**config.mk**
```make
export PLATFORM = sky130hd
export DESIGN_NAME = v3a_front
export DESIGN_NICKNAME = d
export VERILOG_FILES = /design/src/rtl/core/v3a_pkg.sv /design/src/rtl/core/v3a_front.sv
export SDC_FILE = /design/constraint.sdc
export NUM_CORES = 1
export LEC_CHECK = 0
export ABC_CLOCK_PERIOD_IN_PS = 4200
export BUFFER_PORTS_ARGS = -buffer_cell sky130_fd_sc_hd__buf_4
export CAP_MARGIN = 20
export CORE_ASPECT_RATIO = 0.75
export CORE_MARGIN = 10
export CORE_UTILIZATION = 25
export DETAILED_ROUTE_END_ITERATION = 7
export PLACE_DENSITY = 0.61
export SETUP_SLACK_MARGIN = 0.15
export SLEW_MARGIN = 30
export SYNTH_ARGS = -nofsm -noshare
export SYNTH_HDL_FRONTEND = slang
export SYNTH_SLANG_ARGS = --single-unit
```
**constraint.sdc**
```tcl
create_clock -name clk -period 4.2 [get_ports clk]
set_input_delay 0.84 -clock clk [delete_from_list [all_inputs] [get_ports clk]]
set_output_delay 0.84 -clock clk [all_outputs]
set_load 0.03 [all_outputs]
```
**src/rtl/core/v3a_pkg.sv**
```systemverilog
package v3a_pkg;

    localparam logic [3:0] OP_ADD       = 4'd0;
    localparam logic [3:0] OP_SUB       = 4'd1;
    localparam logic [3:0] OP_MUL       = 4'd2;
    localparam logic [3:0] OP_SCALE     = 4'd3;
    localparam logic [3:0] OP_NEGATE    = 4'd4;
    localparam logic [3:0] OP_ABS       = 4'd5;
    localparam logic [3:0] OP_CROSS     = 4'd6;
    localparam logic [3:0] OP_DOT       = 4'd7;
    localparam logic [3:0] OP_LERP      = 4'd8;
    localparam logic [3:0] OP_LENGTH    = 4'd9;
    localparam logic [3:0] OP_NORMALIZE = 4'd10;
    localparam logic [3:0] OP_REFLECT   = 4'd11;

    localparam logic signed [65:0] Q_MAX = 66'sd2147483647;
    localparam logic signed [65:0] Q_MIN = -66'sd2147483648;

    // one queued item, slow marks the iterative actions
    typedef struct packed {
        logic [3:0]       op;
        logic             slow;
        logic [31:0]      sc;
        logic [2:0][31:0] b;
        logic [2:0][31:0] a;
    } item_t;

    typedef struct packed {
        logic             sat;
        logic [31:0]      so;
        logic [2:0][31:0] r;
    } res_t;

    typedef struct packed {
        logic busy;
        logic done;
    } slow_stat_t;

    typedef struct packed {
        logic        f;
        logic [31:0] v;
    } sat_t;

    function automatic sat_t sat32(input logic signed [65:0] v);
        sat_t o;
        if (v > Q_MAX)
        begin
            o.f = 1'b1;
            o.v = 32'h7FFF_FFFF;
        end
        else if (v < Q_MIN)
        begin
            o.f = 1'b1;
            o.v = 32'h8000_0000;
        end
        else
        begin
            o.f = 1'b0;
            o.v = v[31:0];
        end
        return o;
    endfunction

    // divide by 2^16 truncating toward zero
    function automatic logic signed [65:0] trunc16(input logic signed [65:0] v);
        logic signed [65:0] t;
        t = v[65] ? v + 66'sd65535 : v;
        return t >>> 16;
    endfunction

    function automatic logic [31:0] mag32(input logic signed [31:0] v);
        return v[31] ? 32'(-v) : v;
    endfunction

endpackage

```
**src/rtl/core/v3a_front.sv**
```systemverilog
module v3a_front
    import v3a_pkg::*;
(
    input  logic         clk,
    input  logic         rst_n,
    input  logic         s_tvalid,
    output logic         s_tready,
    input  logic [223:0] s_tdata,
    input  logic [3:0]   s_tuser,
    output item_t        push_item,
    output logic         push_valid,
    input  logic         push_ready
);

    logic  valid_reg;
    logic  valid_next;
    item_t item_reg;
    item_t item_next;

    assign s_tready   = !valid_reg || push_ready;
    assign push_valid = valid_reg;
    assign push_item  = item_reg;

    always_comb
    begin
        item_next.op = s_tuser;
        item_next.a  = s_tdata[95:0];
        item_next.b  = s_tdata[191:96];
        item_next.sc = s_tdata[223:192];
        item_next.slow = (s_tuser == OP_LENGTH) || (s_tuser == OP_NORMALIZE) ||
                         (s_tuser == OP_REFLECT);
        valid_next = valid_reg;
        if (s_tvalid && s_tready)
            valid_next = 1'b1;
        else if (push_ready)
            valid_next = 1'b0;
    end

    always_ff @(posedge clk or negedge rst_n)
    begin
        if (!rst_n)
            valid_reg <= 1'b0;
        else
            valid_reg <= valid_next;
    end

    always_ff @(posedge clk)
    begin
        if (s_tvalid && s_tready)
            item_reg <= item_next;
    end

endmodule

```
==> flow_summary.json <==
{
  "path_cells": "buf_4, nand2b_4, buf_4",
  "drive_above_1_share": 0.6721,
  "crit_family": "buffers and inverters",
  "ys.warnings.count": 0,
  "globalRouteTotalUtil": 0.1230,
  "leakage_nw": 4.774,
  "io_pins": 463,
  "maxSlewViolCount": 0,
  "worst_pin_slew_ps": 1007,
  "synthesis.nets": 467,
  "cts.clk_slew.worst_paths_ps": 60,
  "drv_cap": 0,
  "cts_sinks": 230,
  "grt.overflow.total": 0,
  "hpwl_um": 18800,
  "ys_seq_area_frac": 0.9942,
  "syn_avg_cell_area_um2": 29.54,
  "syn_to_final_growth_pct": 66.38,
  "fin_worst_skew_ps": 9.069,
  "nets": 956,
  "syn-cell-area_mm2": 0.006942,
  "cts_tree": "built",
  "required_ps": 3360,
  "finalWeightedCongestion": 0.7837,
  "rsz0062_at_grt": "no",
  "irDropWorstVdd_uv": 257.0,
  "finalSetupTns_ps": 0,
  "fp.dieW_um": 212.4,
  "routedWlPerCell_um": 21.81,
  "remaining_drc_errors": 0,
  "rows": 52,
  "clk_path_buf_depth": 3,
  "root_buffer": "clkbuf_16",
  "setup_slack_ps": 2117,
  "hold_viol_final": 0,
  "cp_common_cell": "buf_4",
  "period_minus_slack_ps": 2083,
  "insertion_delay_ps": 500,
  "fp.dieArea_mm2": 0.03490,
  "ctsResizeCount": 0,
  "cp_num_buf_inv": 2,
  "reg2regPathDepth": 3,
  "postCtsSetupBuffers": 0,
  "path_depth": 3,
  "fp.dieH_um": 164.3,
  "hp-class": "in2async",
  "drtPass1Iterations": 4,
  "first_global_vias": 4590,
  "crit_path_end_kind": "primary output",
  "post-route-util": 0.4247,
  "grt_pass1_wl_um": 31800,
  "instances_no_fill": 1088,
  "htree_num_levels": 1,
  "r2r-start": "push_valid",
  "rrSetupSlack_ps": 2360,
  "cts_made_buffers": 23,
  "max_freq_ghz": 0.4802,
  "dpl_worst_slack_ps": 1899,
  "grt_antenna_before_repair": 2,
  "syn_inst": 235,
  "start_kind": "input port",
  "crit_slowest_cell": "buf_4",
  "hold_buffers": 0,
  "ys_ff_latch": 230,
  "place_inst": 1050,
  "drt-total-wl_um": 23730,
  "initial_core_util": 0.2552,
  "grt_max_degree": 156,
  "report.final.setup_viol": 0,
  "synth.distinct_cells": 7,
  "path_max_fanout": 3,
  "fp.coreArea_mm2": 0.02720,
  "slew_headroom": 0.3288,
  "drt-vias-per-instance": 3.925,
  "status": "completed",
  "crit_type": "in2out",
  "drtIter0Drc": 191,
  "io_buffers": 462,
  "ant_nets": 0,
  "fin_crit_sh": 0.4959,
  "crit_start": "push_ready",
  "power.density_mw_per_mm2": 454.5,
  "vias": 4270,
  "arrival_ps": 1240,
  "cpPeakStageDelay_ps": 160
}
synthesized netlist by cell type (all sizes together):
| cell type | count | share of area |
|---|---|---|
| dfrtp | 1 | 0.0036 |
| nor3b | 1 | 0.0011 |
| edfxtp | 229 | 0.99 |
| nor2 | 1 | 0.00054 |
| and2 | 1 | 0.0013 |
| nand2b | 2 | 0.0029 |
power by group:
| group | leakage (nW) | switching (mW) | internal (mW) | total [mW] |
|---|---|---|---|---|
| logic | 2.26 | 0.392 | 0.282 | 0.674 |
| clock network | 0.325 | 0.813 | 1.05 | 1.86 |
| registers | 2.19 | 0.0337 | 2.68 | 2.71 |
| total | 4.77 | 1.24 | 4.01 | 5.25 |
metal layers:
metal / share of wire / GRT usage
met4: 0.023 / 0.03561
met2: 0.51 / 0.2143
met1: 0.33 / 0.1210
met3: 0.14 / 0.07351
met5: 0 / 0
per-stage QoR:
stage / total power [mW] / area [um2] / hold WS, ps
3_3_place_gp: 3.443 / 10890 / 545.5
3_5_place_dp: 3.451 / 10890 / 538.5
5_1_grt: 5.455 / 11550 / 76.58
2_1_floorplan: 3.060 / 6942 / 544.4
4_1_cts: 5.347 / 11540 / 73.79
6_report: 5.249 / 11550 / 102.8
path summary, 6_finish.rpt:
| path | endpoint |
|---|---|
| max | s_tready |
| min | push_valid |
| max reg2reg | push_item[32] |
| min reg2reg | push_valid |
| max in group asynchronous | push_valid |
| min in group clk | push_item[42] |
cells by family after synthesis:
kind of cell,after synthesis,share of synthesized area
and+or+nand+nor,5,0.005768
DFF,230,0.9942
state kept, by name, summed over array words and instances (netlist names):
| register | cells |
|---|---|
| push_item | 229 |
| push_valid | 1 |
cells in the final DEF (no fill, tap or decap), types with 2 or more instances in the layout:
cell       count
buf_12         2
buf_4        462
clkbuf_1       2
clkbuf_16     23
clkinv_1       6
clkinv_2       4
diode_2        2
edfxtp_1     229
worst reg2reg max path, stage by stage (launching register included):
cell,delay [ps]
dfrtp_1,410
nand2b_4,90
and2_4,170
buf_12,470
cell type report:
| cell class | instances | area (um2) |
|---|---|---|
| sequential | 230 | 6902 |
| multi-input combinational | 5 | 40.04 |
| antenna | 2 | 5.005 |
| clock inverter | 11 | 72.57 |
| tap | 351 | 439.2 |
| timing repair buffer | 464 | 3508 |
| fill | 2463 | 15650 |
| clock buffer | 25 | 583.1 |
No activity file was read; power rests on OpenSTA's default activity.
