File: src/rtl/core/v3a_pkg.sv
package v3a_pkg;

    localparam logic [3:0] OP_ADD       = 4'd0;
    localparam logic [3:0] OP_SUB       = 4'd1;
    localparam logic [3:0] OP_MUL       = 4'd2;
    localparam logic [3:0] OP_SCALE     = 4'd3;
    localparam logic [3:0] OP_NEGATE    = 4'd4;
    localparam logic [3:0] OP_ABS       = 4'd5;
    localparam logic [3:0] OP_CROSS     = 4'd6;
    localparam logic [3:0] OP_DOT       = 4'd7;
    localparam logic [3:0] OP_LERP      = 4'd8;
    localparam logic [3:0] OP_LENGTH    = 4'd9;
    localparam logic [3:0] OP_NORMALIZE = 4'd10;
    localparam logic [3:0] OP_REFLECT   = 4'd11;

    localparam logic signed [65:0] Q_MAX = 66'sd2147483647;
    localparam logic signed [65:0] Q_MIN = -66'sd2147483648;

    // one queued item, slow marks the iterative actions
    typedef struct packed {
        logic [3:0]       op;
        logic             slow;
        logic [31:0]      sc;
        logic [2:0][31:0] b;
        logic [2:0][31:0] a;
    } item_t;

    typedef struct packed {
        logic             sat;
        logic [31:0]      so;
        logic [2:0][31:0] r;
    } res_t;

    typedef struct packed {
        logic busy;
        logic done;
    } slow_stat_t;

    typedef struct packed {
        logic        f;
        logic [31:0] v;
    } sat_t;

    function automatic sat_t sat32(input logic signed [65:0] v);
        sat_t o;
        if (v > Q_MAX)
        begin
            o.f = 1'b1;
            o.v = 32'h7FFF_FFFF;
        end
        else if (v < Q_MIN)
        begin
            o.f = 1'b1;
            o.v = 32'h8000_0000;
        end
        else
        begin
            o.f = 1'b0;
            o.v = v[31:0];
        end
        return o;
    endfunction

    // divide by 2^16 truncating toward zero
    function automatic logic signed [65:0] trunc16(input logic signed [65:0] v);
        logic signed [65:0] t;
        t = v[65] ? v + 66'sd65535 : v;
        return t >>> 16;
    endfunction

    function automatic logic [31:0] mag32(input logic signed [31:0] v);
        return v[31] ? 32'(-v) : v;
    endfunction

endpackage

File: src/rtl/core/v3a_fifo.sv
module v3a_fifo
    import v3a_pkg::*;
#(
    parameter int DEPTH = 4
)
(
    input  logic  clk,
    input  logic  rst_n,
    input  item_t push_item,
    input  logic  push_valid,
    output logic  push_ready,
    output item_t head_item,
    output logic  head_valid,
    input  logic  pop
);

    localparam int PW = (DEPTH > 1) ? $clog2(DEPTH) : 1;
    localparam int CW = $clog2(DEPTH + 1);

    item_t          mem [DEPTH];
    logic [PW-1:0]  wr_ptr_reg;
    logic [PW-1:0]  wr_ptr_next;
    logic [PW-1:0]  rd_ptr_reg;
    logic [PW-1:0]  rd_ptr_next;
    logic [CW-1:0]  count_reg;
    logic [CW-1:0]  count_next;
    logic           do_push;
    logic           do_pop;

    assign push_ready = (count_reg != CW'(DEPTH));
    assign head_valid = (count_reg != '0);
    assign head_item  = mem[rd_ptr_reg];
    assign do_push    = push_valid && push_ready;
    assign do_pop     = pop && head_valid;

    always_comb
    begin
        wr_ptr_next = wr_ptr_reg;
        rd_ptr_next = rd_ptr_reg;
        count_next  = count_reg;
        if (do_push)
            wr_ptr_next = (wr_ptr_reg == PW'(DEPTH - 1)) ? '0 : wr_ptr_reg + 1'b1;
        if (do_pop)
            rd_ptr_next = (rd_ptr_reg == PW'(DEPTH - 1)) ? '0 : rd_ptr_reg + 1'b1;
        if (do_push && !do_pop)
            count_next = count_reg + 1'b1;
        else if (do_pop && !do_push)
            count_next = count_reg - 1'b1;
    end

    always_ff @(posedge clk or negedge rst_n)
    begin
        if (!rst_n)
        begin
            wr_ptr_reg <= '0;
            rd_ptr_reg <= '0;
            count_reg  <= '0;
        end
        else
        begin
            wr_ptr_reg <= wr_ptr_next;
            rd_ptr_reg <= rd_ptr_next;
            count_reg  <= count_next;
        end
    end

    always_ff @(posedge clk)
    begin
        if (do_push)
            mem[wr_ptr_reg] <= push_item;
    end

endmodule

File: config.mk
export PLATFORM = sky130hd
export DESIGN_NAME = v3a_fifo
export DESIGN_NICKNAME = d
export VERILOG_FILES = /design/src/rtl/core/v3a_pkg.sv /design/src/rtl/core/v3a_fifo.sv
export SDC_FILE = /design/constraint.sdc
export NUM_CORES = 1
export LEC_CHECK = 0
export ABC_AREA = 1
export BUFFER_PORTS_ARGS = -buffer_cell sky130_fd_sc_hd__clkbuf_2
export CORE_UTILIZATION = 40
export CTS_CLUSTER_DIAMETER = 100
export DETAILED_ROUTE_END_ITERATION = 12
export GPL_TIMING_DRIVEN = 0
export SYNTH_ARGS = -nofsm -noshare
export SYNTH_HDL_FRONTEND = slang
export SYNTH_SLANG_ARGS = --single-unit
File: constraint.sdc
create_clock -name clk -period 33.9 [get_ports clk]
set_input_delay 1.695 -clock clk [delete_from_list [all_inputs] [get_ports clk]]
set_output_delay 1.695 -clock clk [all_outputs]
set_load 0.02 [all_outputs]
==> parameters.txt <==
Parameter                              Value

Status
  Result of the run ... completed

Cells and area
  Layout area overhead ... 21.2%
  Most common cell after layout, fill and taps aside ... sky130_fd_sc_hd__edfxtp_1
  Layout cell share with drive strength beyond 1 ... 25.8%
  Most used cells in the layout excluding fill and tap cells ... sky130_fd_sc_hd__edfxtp_1 (916), sky130_fd_sc_hd__nand2_1 (702), sky130_fd_sc_hd__inv_1 (471)
  Max FFs per register ... 916
  Final net count ... 3576

Worst setup path
  Kind of cell adding the most delay to the critical path ... buffers and inverters
  Slowest cell on the critical path ... sky130_fd_sc_hd__buf_2
  Critical Path Fanout Max ... 10
  Setup slack of the most critical reg-to-reg path ... approximately 31000 ps
  Data required time of the critical path ... 32200 ps
  Critical path's largest stage delay ... 460 ps
  Setup crit start kind ... register
  Cell with the most instances on the worst path ... sky130_fd_sc_hd__buf_2
  Kind of end point of the critical path ... primary output
  Critical-path cell list ... buf_2, buf_2, buf_2, o211ai_1, nand2_1, clkbuf_2
  Category of the most critical setup path ... register to primary output
  Arrival time reported for the critical path endpoint ... 2730 ps
  CP Buf/Inv Count ... 4

Clocking
  Clock network latency to the later pin of the worst-skew pair ... 690 ps
  Clock input transition at the sequential cells of the worst setup and hold paths ... 60 ps
  Clock Tree Root ... sky130_fd_sc_hd__clkbuf_16
  Number of levels in the clock H-tree ... 3
  Number of gates resized after CTS ... 0
  Buffer depth of the longest clock path ... 3
  Number of CTS-inserted buffers ... 99
  TritonCTS clock tree ... done
  Hold-fix buffers, CTS ... 0
  Post-CTS setup repair buffer count ... 0
  Clock Sink Count ... around 900

Power and ir drop
  Power, Total ... 0.00425 W
  PD cells ... between 90 and 100 nW/µm²
  Leakage power summed over all cells ... between 15 and 20 nW
  Peak supply drop ... 0.0584 mV

GRT
  GRT Util Overall ... 20.2%
  Global-route wire length before repair ... 140000 µm
  Vias in the first global route ... between 20000 and 25000
  Number of antenna violations at the first check in global routing ... 25
  Largest net degree at the start of global routing ... 28
  Gr ovfl total ... 0

Logic synthesis
  Seq cells post-synth ... 923
  Synth Net Count ... just under 3000
  Yosys warnings ... 0
  Number of instances in the synthesized netlist ... 2731
  Post-synthesis instance area ... 37100 µm²
  Post-Syn Area per Cell ... 13.6 µm²
  Sequential element share of the synthesized area ... 74.7%
  Synth cell types ... 18

Timing
  Part of the cycle the worst path needs ... 13.0%
  Number of failing hold endpoints at the final stage ... 0
  Crit path time final ... 4420 ps
  Setup Skew ... 22.0 ps
  Achievable clock frequency ... 226 MHz
  Worst slew margin relative to its limit ... 44.9%
  Number of failing setup endpoints in the final timing report ... 0
  RSZ-0062 raised after global routing ... no
  Slew at the pin with the worst max-slew slack ... 824 ps
  Setup Total Neg Slack ... 0 ps
  Count of final max-slew check failures ... 0

Die
  Top-Level Pins ... 464
  Die Ht ... approximately 310 µm
  Std cell rows ... 111
  Initial core utilization ... 40.4%
  Placeable core region ... 91700 µm²
  Chip Width ... 306 µm
  Area of the die ... 93900 µm²

Detailed routing
  Final ANT Viol Nets ... 0
  Per-cell routed wire length ... 20.7 µm
  Violation count after the first detailed-routing iteration ... between 1000 and 1500
  Detailed-router iteration count before antenna repair ... 5
  Via density per instance ... 4.93
  Via count ... 22700
  Total wirelength of the detailed-routed design ... 95400 µm
  DRC ... 0

Placed design
  Post-detail-place hpwl ... 63500 µm
  Number of buffers added on ports ... about 460
  Routability-driven placement congestion ratio ... 0.756

Flow run
  Max cap viols ... 0

Min path
  Min-delay worst type ... register to register
## routing by layer
| metal | wire (µm) | GRT usage, % | up-vias |
|---|---|---|---|
| li1 | - | - | 10800 |
| met1 | 39500 | 25.6 | 11100 |
| met2 | 46500 | 33.5 | 622 |
| met3 | 6620 | 5.14 | 162 |
| met4 | 2650 | 7.10 | 26 |
| met5 | 175 | 0 | - |
## through the flow
stage,util (%),hold WS (ps),setup WS (ps),area (µm²),cells
after floorplan,-,463,21730,37100,2731
after global routing,49.0,568,29270,44900,4606
after global placement,44.6,486,12880,40900,4380
after CTS,49.0,498,29290,44900,4600
final,49.0,497,29480,44900,4608
after detailed placement,45.6,483,29560,41800,4421
## worst paths after layout
check / startpoint / to / depth (start not counted)
worst min-delay path: count_reg[2] / count_reg[2] / 2
worst max register to register: count_reg[0] / mem[0][73] / 9
max in group asynchronous: rst_n / wr_ptr_reg[0] / 1
worst max-delay path: rd_ptr_reg[0] / head_item[158] / 6
worst min register to register: count_reg[2] / count_reg[2] / 2
min in group asynchronous: rst_n / wr_ptr_reg[1] / 1
## cell families (layout without fill, tap and decap cells)
logic type      count (synthesis)  in the layout  share of synthesized area, %
buf+inv                       625           1308                          7.09
other cells                     0              8                             0
simple gates                  716            716                          7.28
xor+xnor                        1              1                        0.0236
flops                         923            923                          74.7
compound gates                459            459                          10.6
fa+ha+maj                       7              7                         0.257
## layout make-up
type,count,area [µm²]
repair buffers,504,3220
well taps,1186,1480
fillers,7972,46700
clock inverters,50,503
inverters,472,1770
plain buffers,153,856
clock buffers,129,2600
diodes,8,20.0
flip-flops and latches,923,27700
multi-input cells,1183,6780
## power by group
group	total, W	leakage [nW]	switching (W)	internal [W]
combinational	0.00167	8.04	0.00118	0.000494
clock	0.00104	1.51	0.000439	0.000596
sequential	0.00154	8.48	0.0000463	0.00149
total	0.00425	18.0	0.00166	0.00258
## synthesized netlist by cell type
cell / n / area share, %
sky130_fd_sc_hd__buf_4: 13 / 0.26
sky130_fd_sc_hd__o211ai_2: 100 / 3.4
sky130_fd_sc_hd__edfxtp_1: 916 / 74
sky130_fd_sc_hd__fa_1: 1 / 0.054
sky130_fd_sc_hd__clkbuf_1: 14 / 0.14
sky130_fd_sc_hd__dfrtp_1: 7 / 0.47
sky130_fd_sc_hd__buf_6: 12 / 0.36
sky130_fd_sc_hd__nand2_1: 702 / 7.1
sky130_fd_sc_hd__inv_1: 471 / 4.8
sky130_fd_sc_hd__inv_2: 1 / 0.010
sky130_fd_sc_hd__xnor2_1: 1 / 0.024
sky130_fd_sc_hd__nand3_1: 7 / 0.095
sky130_fd_sc_hd__ha_1: 6 / 0.20
sky130_fd_sc_hd__buf_2: 114 / 1.5
sky130_fd_sc_hd__nand4_1: 1 / 0.017
sky130_fd_sc_hd__nor2_1: 6 / 0.061
sky130_fd_sc_hd__o211ai_1: 358 / 7.3
sky130_fd_sc_hd__o21ai_0: 1 / 0.013
## worst reg2reg max path: cells and delay by family, from the launching register on
kind | cells | cell delay, ps
buffers and inverters | 6 | 1270
flip-flops | 1 | 410
AND/OR/NAND/NOR | 3 | 1140
Note: power is estimated with default switching activity, not from simulation.
